$ cat src/hw/rtl/sltab_pkg.sv
// ----------------------------------------------------------------------------
// sltab_pkg: shared types for the sorted list table
// Command and status codes, controller states and the command bundle that
// the controller drives into the datapath.
// ----------------------------------------------------------------------------
package sltab_pkg;

    typedef enum logic [1:0] {
        CMD_INSERT = 2'd0,
        CMD_DELETE = 2'd1,
        CMD_SEARCH = 2'd2
    } t_command;

    typedef enum logic [1:0] {
        STAT_OK     = 2'd0,
        STAT_ABSENT = 2'd1,
        STAT_EMPTY  = 2'd2,
        STAT_FULL   = 2'd3
    } t_status;

    typedef enum logic [1:0] {
        S_IDLE   = 2'd0,
        S_EXEC   = 2'd1,
        S_REPORT = 2'd2
    } t_state;

    typedef struct packed {
        logic load;     // capture the incoming transaction
        logic exec;     // apply the command to the table
        logic publish;  // move the result into the output register
    } t_ctl_cmd;

endpackage

$ cat src/hw/rtl/sltab_ctrl.sv
// ----------------------------------------------------------------------------
// sltab_ctrl: sequencing controller
// Walks each command through load, execute and report, and owns the
// output valid flag of the result register.
// ----------------------------------------------------------------------------
module sltab_ctrl (
    input  logic                i_clk,
    input  logic                i_rst_n,
    input  logic                i_in_valid,
    output logic                o_in_ready,
    output logic                o_out_valid,
    input  logic                i_out_ready,
    output sltab_pkg::t_ctl_cmd o_cmd
);

    sltab_pkg::t_state r_state;
    sltab_pkg::t_state n_state;
    logic              r_out_valid;
    logic              n_out_valid;
    logic              w_slot_free;

    assign w_slot_free = !r_out_valid || i_out_ready;

    always_comb begin
        n_state = r_state;
        unique case (r_state)
            sltab_pkg::S_IDLE: begin
                if (i_in_valid) n_state = sltab_pkg::S_EXEC;
            end
            sltab_pkg::S_EXEC: begin
                n_state = sltab_pkg::S_REPORT;
            end
            sltab_pkg::S_REPORT: begin
                // hold until the output register can take the result
                if (w_slot_free) n_state = sltab_pkg::S_IDLE;
            end
            default: begin
                n_state = sltab_pkg::S_IDLE;
            end
        endcase
    end

    always_comb begin
        o_in_ready    = (r_state == sltab_pkg::S_IDLE);
        o_cmd.load    = (r_state == sltab_pkg::S_IDLE) && i_in_valid;
        o_cmd.exec    = (r_state == sltab_pkg::S_EXEC);
        o_cmd.publish = (r_state == sltab_pkg::S_REPORT) && w_slot_free;
    end

    always_comb begin
        n_out_valid = r_out_valid;
        priority if (o_cmd.publish) begin
            n_out_valid = 1'b1;
        end else if (i_out_ready) begin
            n_out_valid = 1'b0;
        end else begin
            n_out_valid = r_out_valid;
        end
    end

    always_ff @(posedge i_clk) begin
        if (!i_rst_n) begin
            r_state     <= sltab_pkg::S_IDLE;
            r_out_valid <= 1'b0;
        end else begin
            r_state     <= n_state;
            r_out_valid <= n_out_valid;
        end
    end

    assign o_out_valid = r_out_valid;

endmodule

$ cat src/hw/rtl/sltab_datapath.sv
// ----------------------------------------------------------------------------
// sltab_datapath: sorted cell row and result register
// Every cell compares its entry with the operand in parallel; insert shifts
// the upper cells up by one, delete shifts them down over the first match.
// ----------------------------------------------------------------------------
module sltab_datapath #(
    parameter int TABLE_DEPTH = 16,
    parameter int VALUE_BITS  = 32
) (
    input  logic                                 i_clk,
    input  logic                                 i_rst_n,
    input  sltab_pkg::t_ctl_cmd                  i_cmd,
    input  logic [1:0]                           i_command,
    input  logic signed [VALUE_BITS-1:0]         i_value,
    output logic [1:0]                           o_status,
    output logic                                 o_found,
    output logic [$clog2(TABLE_DEPTH+1)-1:0]     o_entry_total,
    output logic signed [VALUE_BITS-1:0]         o_smallest,
    output logic signed [VALUE_BITS-1:0]         o_largest
);

    localparam int CW = $clog2(TABLE_DEPTH + 1);
    localparam int IW = $clog2(TABLE_DEPTH);

    logic signed [VALUE_BITS-1:0] r_entries [TABLE_DEPTH];
    logic signed [VALUE_BITS-1:0] n_entries [TABLE_DEPTH];
    logic signed [VALUE_BITS-1:0] w_lower   [TABLE_DEPTH];
    logic signed [VALUE_BITS-1:0] w_upper   [TABLE_DEPTH];
    logic [TABLE_DEPTH-1:0]       w_used;
    logic [TABLE_DEPTH-1:0]       w_less;   // operand below entry
    logic [TABLE_DEPTH-1:0]       w_match;
    logic [TABLE_DEPTH-1:0]       w_at_or_above;
    logic [TABLE_DEPTH-1:0]       w_prev_less;
    logic [TABLE_DEPTH-1:0]       w_next_used;
    logic [TABLE_DEPTH-1:0]       w_at_end;

    logic [CW-1:0]                r_count;
    logic [CW-1:0]                n_count;
    logic signed [VALUE_BITS-1:0] r_value;
    sltab_pkg::t_command          r_command;
    sltab_pkg::t_status           r_status;
    sltab_pkg::t_status           n_status;
    logic                         r_found;
    logic                         w_had;
    logic                         w_full;
    logic                         w_empty;
    logic                         w_do_insert;
    logic                         w_do_delete;
    logic [IW-1:0]                w_last_idx;

    genvar g;
    generate
        for (g = 0; g < TABLE_DEPTH; g++) begin : g_cell
            assign w_used[g]        = CW'(g) < r_count;
            assign w_less[g]        = w_used[g] && (r_value < r_entries[g]);
            assign w_match[g]       = w_used[g] && (r_entries[g] == r_value);
            assign w_at_or_above[g] = !(r_entries[g] < r_value);
            assign w_at_end[g]      = CW'(g) == r_count;

            if (g == 0) begin : g_first
                assign w_lower[g]     = r_entries[g];
                assign w_prev_less[g] = 1'b0;
            end else begin : g_inner_lo
                assign w_lower[g]     = r_entries[g-1];
                assign w_prev_less[g] = w_less[g-1];
            end

            if (g == TABLE_DEPTH - 1) begin : g_last
                assign w_upper[g]     = r_entries[g];
                assign w_next_used[g] = 1'b0;
            end else begin : g_inner_hi
                assign w_upper[g]     = r_entries[g+1];
                assign w_next_used[g] = w_used[g+1];
            end

            always_comb begin
                n_entries[g] = r_entries[g];
                priority if (w_do_insert) begin
                    // entries above the slot move up; the slot takes the operand
                    if (w_prev_less[g]) begin
                        n_entries[g] = w_lower[g];
                    end else if (w_less[g] || w_at_end[g]) begin
                        n_entries[g] = r_value;
                    end
                end else if (w_do_delete) begin
                    if (w_next_used[g] && w_at_or_above[g]) begin
                        n_entries[g] = w_upper[g];
                    end
                end else begin
                    n_entries[g] = r_entries[g];
                end
            end

            always_ff @(posedge i_clk) begin
                r_entries[g] <= n_entries[g];
            end
        end
    endgenerate

    assign w_had   = |w_match;
    assign w_full  = r_count == CW'(TABLE_DEPTH);
    assign w_empty = r_count == '0;

    always_comb begin
        w_do_insert = 1'b0;
        w_do_delete = 1'b0;
        n_status    = sltab_pkg::STAT_OK;
        n_count     = r_count;
        if (i_cmd.exec) begin
            unique case (r_command)
                sltab_pkg::CMD_INSERT: begin
                    if (w_full) begin
                        n_status = sltab_pkg::STAT_FULL;
                    end else begin
                        w_do_insert = 1'b1;
                        n_count     = r_count + CW'(1);
                    end
                end
                sltab_pkg::CMD_DELETE: begin
                    priority if (w_empty) begin
                        n_status = sltab_pkg::STAT_EMPTY;
                    end else if (!w_had) begin
                        n_status = sltab_pkg::STAT_ABSENT;
                    end else begin
                        w_do_delete = 1'b1;
                        n_count     = r_count - CW'(1);
                    end
                end
                default: begin
                    // search, and the unused code, leave the table alone
                    n_status = sltab_pkg::STAT_OK;
                end
            endcase
        end
    end

    assign w_last_idx = IW'(r_count - CW'(1));

    always_ff @(posedge i_clk) begin
        if (!i_rst_n) begin
            r_count <= '0;
        end else begin
            r_count <= n_count;
        end
    end

    always_ff @(posedge i_clk) begin
        if (i_cmd.load) begin
            r_command <= sltab_pkg::t_command'(i_command);
            r_value   <= i_value;
        end
        if (i_cmd.exec) begin
            r_status <= n_status;
            r_found  <= w_had;
        end
        if (i_cmd.publish) begin
            o_status      <= r_status;
            o_found       <= r_found;
            o_entry_total <= r_count;
            o_smallest    <= w_empty ? '0 : r_entries[0];
            o_largest     <= w_empty ? '0 : r_entries[w_last_idx];
        end
    end

endmodule

$ cat src/hw/rtl/sorted_list_table.sv
// ----------------------------------------------------------------------------
// sorted_list_table: bounded ascending multiset of signed values
// Top level: controller plus sorted cell datapath.
// ----------------------------------------------------------------------------
// Each transaction carries a command (insert, delete one occurrence, search)
// and a value; each returns one result with status, found flag, count, and
// the smallest and largest stored values (zero when empty). A command is
// captured when accepted, then all cells compare and shift in parallel, and
// then the result is loaded into the output register, waiting while that
// register still holds an unaccepted result. The output register is separate
// from the input side, so the next command is accepted while an earlier result
// still waits; a new command is accepted only once the last one is published.
module sorted_list_table #(
    parameter int TABLE_DEPTH = 16,
    parameter int VALUE_BITS  = 32
) (
    input  logic                                 i_clk,
    input  logic                                 i_rst_n,
    input  logic                                 i_in_valid,
    output logic                                 o_in_ready,
    input  logic [1:0]                           i_command,
    input  logic signed [VALUE_BITS-1:0]         i_value,
    output logic                                 o_out_valid,
    input  logic                                 i_out_ready,
    output logic [1:0]                           o_status,
    output logic                                 o_found,
    output logic [$clog2(TABLE_DEPTH+1)-1:0]     o_entry_total,
    output logic signed [VALUE_BITS-1:0]         o_smallest,
    output logic signed [VALUE_BITS-1:0]         o_largest
);

    sltab_pkg::t_ctl_cmd w_cmd;

    sltab_ctrl u_ctrl (
        .i_clk       (i_clk),
        .i_rst_n     (i_rst_n),
        .i_in_valid  (i_in_valid),
        .o_in_ready  (o_in_ready),
        .o_out_valid (o_out_valid),
        .i_out_ready (i_out_ready),
        .o_cmd       (w_cmd)
    );

    sltab_datapath #(
        .TABLE_DEPTH (TABLE_DEPTH),
        .VALUE_BITS  (VALUE_BITS)
    ) u_datapath (
        .i_clk         (i_clk),
        .i_rst_n       (i_rst_n),
        .i_cmd         (w_cmd),
        .i_command     (i_command),
        .i_value       (i_value),
        .o_status      (o_status),
        .o_found       (o_found),
        .o_entry_total (o_entry_total),
        .o_smallest    (o_smallest),
        .o_largest     (o_largest)
    );

endmodule

$ cat config.mk
export PLATFORM = sky130hd
export DESIGN_NAME = sorted_list_table
export DESIGN_NICKNAME = d
export VERILOG_FILES = /design/src/hw/rtl/sltab_pkg.sv /design/src/hw/rtl/sltab_ctrl.sv /design/src/hw/rtl/sltab_datapath.sv /design/src/hw/rtl/sorted_list_table.sv
export SDC_FILE = /design/constraint.sdc
export NUM_CORES = 2
export LEC_CHECK = 0
export BUFFER_PORTS_ARGS = -buffer_cell sky130_fd_sc_hd__buf_2
export CORE_MARGIN = 4
export CORE_UTILIZATION = 64
export DETAILED_ROUTE_END_ITERATION = 8
export PLACE_DENSITY_LB_ADDON = 0.1
export SYNTH_ARGS = -nofsm -noshare
export SYNTH_HDL_FRONTEND = slang
export SYNTH_HIERARCHICAL = 1
export SYNTH_SLANG_ARGS = --single-unit
$ cat constraint.sdc
create_clock -name i_clk -period 7.6 [get_ports i_clk]
set_input_delay 1.52 -clock i_clk [delete_from_list [all_inputs] [get_ports i_clk]]
set_output_delay 1.52 -clock i_clk [all_outputs]
set_load 0.01 [all_outputs]
==> metrics <==
status finished, final reports clean; total power 8.503 mW; RSZ-0062 raised after global routing false; Post-synth EDFFs roughly 620; # Max-Cap Violations 0; Max Buffers Root-to-Sink 3; HPWL after detailed placement around 120000 um; Placed Area around 47000 sq um; most common cell in the netlist nand2_1; synth top area cells edfxtp_1, ha_1, mux2i_1; final setup violating endpoints 0; hold_ws 0.4431 ns; clock insertion delay at the later pin of the skew report 0.65 ns; Pwr Density between 150 and 200 nW/um^2; die span in x approximately 270 um; Final nets ~4800; Fill cells 5136; IO Count ~110; worst path arrival time about 7 ns; die height around 270 um; crit path kind register to register; worst setup margin slightly above 1 ns; CP Buf/Inv Count 3; WP data required 7.86 ns; Final Cycle Share between 80% and 90%; CP peak stage delay ~1.0 ns; post-synth cell types 83; global route total overflow 0; clk_skew roughly 0.031 ns; H-tree depth 3; via-per-instance ratio approximately 7.5; Finished Core Util 70.53%; final hold vios 0; die area between 70000 and 80000 sq um; number of global-route vias before repair between 30000 and 40000; Routed WL 176800 um; CTS root buf clkbuf_16; Residual DRC 0; Sink Count 629; CP Capture Type register; slew margin rel. ~17%; Crit path max-delay family simple AND/OR/NAND/NOR gates; Worst path slowest cell nor4bb_1; Synth Instances between 4000 and 5000; synth warn 6; cts hold-fix bufs 0; Post-Synthesis Cell Area between 40000 and 50000 sq um; Area Overhead vs Synth 8.866%; Max Freq 152.1 MHz; routability cong. roughly 1.1; syn_area_per_cell between 10 and 15 sq um; largest net degree at the start of global routing between 200 and 250; Main synth FF type edfxtp_1; Layout Cells excl Fill around 5300; Initial Utilization approximately two thirds; fin crit period between 6 and 7 ns; synth cell count leaders nand2_1, edfxtp_1, ha_1; top cell type's share of synthesized area 40.96%; R2R Setup Slk 1.02 ns; Setup Slack @ Placement around 1.4 ns; Clock transition at path regs approximately 0.06 ns; critical path fanouts, max 22; drt pass-1 iters 6; Routed WL per cell 33.61 um; post-cts resize count 0; Placed Cells 5135; Hold Path Class register to register; Synth Register Bits around 630; via count 39380; IO Port Bufs about 110; first-pass GRT wire length 253800 um; CTS tree yes; setup TNS 0 ns; LEAKAGE about 20 nW; GRT Util Overall a little under half; post-route cell area roughly 50000 sq um; share of cells above drive strength 1 roughly an eighth; core area about 70000 sq um; Critical Path Start Type register; syn_nets roughly 4800; cell accounting for the most synthesized area edfxtp_1; FP Rows between 90 and 100; Final ANT Viol Nets 0; Post-CTS Repair Setup Buffers 0; Starting DRT DRC Count between 7000 and 8000; VDD IR max ~0.20 mV; TritonCTS buffer count 74; Slew Limit Fails 0; initial antenna violation count 5; sequential share of the synthesized area 41.31%; CP cell instances inv_1, ha_1, and4_1, nor4bb_1, nand3_1, o21ai_0, nor3_1, nand2_1, nand2_1, buf_4, or3_1, o21ai_4, buf_4; Synth async-reset ratio 0%; Slew @ Worst Pin 1.241 ns
## path summary, 6_finish.rpt
kind | to | cells past startpoint | startpoint
worst max-delay path | u_datapath/r_entries[9][5]$_DFFE_PP_ | 13 | u_datapath/r_value[31]$_DFFE_PP_
worst min-delay path | u_datapath/o_found$_DFFE_PP_ | 0 | u_datapath/r_found$_DFFE_PP_
worst max register to register | u_datapath/r_entries[9][5]$_DFFE_PP_ | 13 | u_datapath/r_value[31]$_DFFE_PP_
worst min register to register | u_datapath/o_found$_DFFE_PP_ | 0 | u_datapath/r_found$_DFFE_PP_
## report_power, final
part,internal [mW],switching (mW),total (mW)
Sequential,3.82,0.0581,3.88
Clock,2.08,1.51,3.59
Combinational,0.372,0.660,1.03
## per-layer routing
| metal | GRT usage, % | part of all wire [%] | vias up |
|---|---|---|---|
| li1 | - | - | 16470 |
| met1 | 64.88 | 37 | 18610 |
| met2 | 63.62 | 40 | 3650 |
| met3 | 16.45 | 17 | 641 |
| met4 | 23.07 | 6.3 | 10 |
| met5 | 1.284 | 0.11 | - |
## registers in the layout, summed over array words and instances (netlist names)
| name | cells |
|---|---|
| u_datapath/r_command | 2 |
| u_ctrl/o_out_valid | 1 |
| u_datapath/o_found | 1 |
| u_datapath/r_value | 32 |
| u_datapath/o_status | 2 |
| u_datapath/o_entry_total | 5 |
| u_datapath/r_count | 5 |
| u_datapath/r_status | 2 |
| u_ctrl/r_state | 2 |
| u_datapath/r_found | 1 |
| u_datapath/o_largest | 32 |
| u_datapath/r_entries | 512 |
| u_datapath/o_smallest | 32 |
## final cells by class
| class | instances | area (sq um) | share of cell area, % |
|---|---|---|---|
| Clock buffer | 84 | 1911 | 3.855 |
| Sequential cell | 629 | 18810 | 37.95 |
| Tap cell | 940 | 1176 | 2.373 |
| Multi-Input combinational cell | 3277 | 25550 | 51.55 |
| Inverter | 95 | 356.6 | 0.7195 |
| Timing Repair Buffer | 194 | 1304 | 2.630 |
| Clock inverter | 40 | 450.4 | 0.9088 |
| Antenna cell | 1 | 2.502 | 0.005049 |
## cells by family after synthesis
kind of cell / Yosys count / share of synthesized area (%)
xor gates and xnor gates: 13 / 0.2501
buffers and inverters: 371 / 3.391
AOI/OAI and AO/OA: 1008 / 13.80
and+or+nand+nor: 1255 / 12.75
adders and majority gates: 517 / 14.21
muxes: 484 / 14.29
DFF: 629 / 41.31
## cells in the final DEF (no fill, tap or decap), types with 10 or more instances in the layout
master and instances:
a21o_1 102, mux4_2 128, mux2_2 34, nand2_1 661, a31oi_1 38, mux2i_1 318, nand3_1 173, a211oi_1 80
buf_4 73, clkbuf_16 75, inv_1 95, nand4_1 118, clkinv_1 12, nor3_1 23, ha_1 516, o221ai_1 34
and2_1 35, nand2b_1 10, nor4_1 20, a21oi_1 191, buf_12 10, nor2b_1 55, o21ai_0 316, o21ai_1 43
buf_2 111, o211ai_1 113, nor2_1 97, edfxtp_1 621
## worst reg2reg max path, stage by stage (launching register included)
cell and delay [ns]:
edfxtp_1 0.71, inv_1 0.51, ha_1 0.56, and4_1 0.24, nor4bb_1 1.01, nand3_1 0.28, o21ai_0 0.35, nor3_1 0.14
nand2_1 0.27, nand2_1 0.45, buf_4 0.38, or3_1 0.37, o21ai_4 0.30, buf_4 0.61
(Power assumes the default switching activity.)
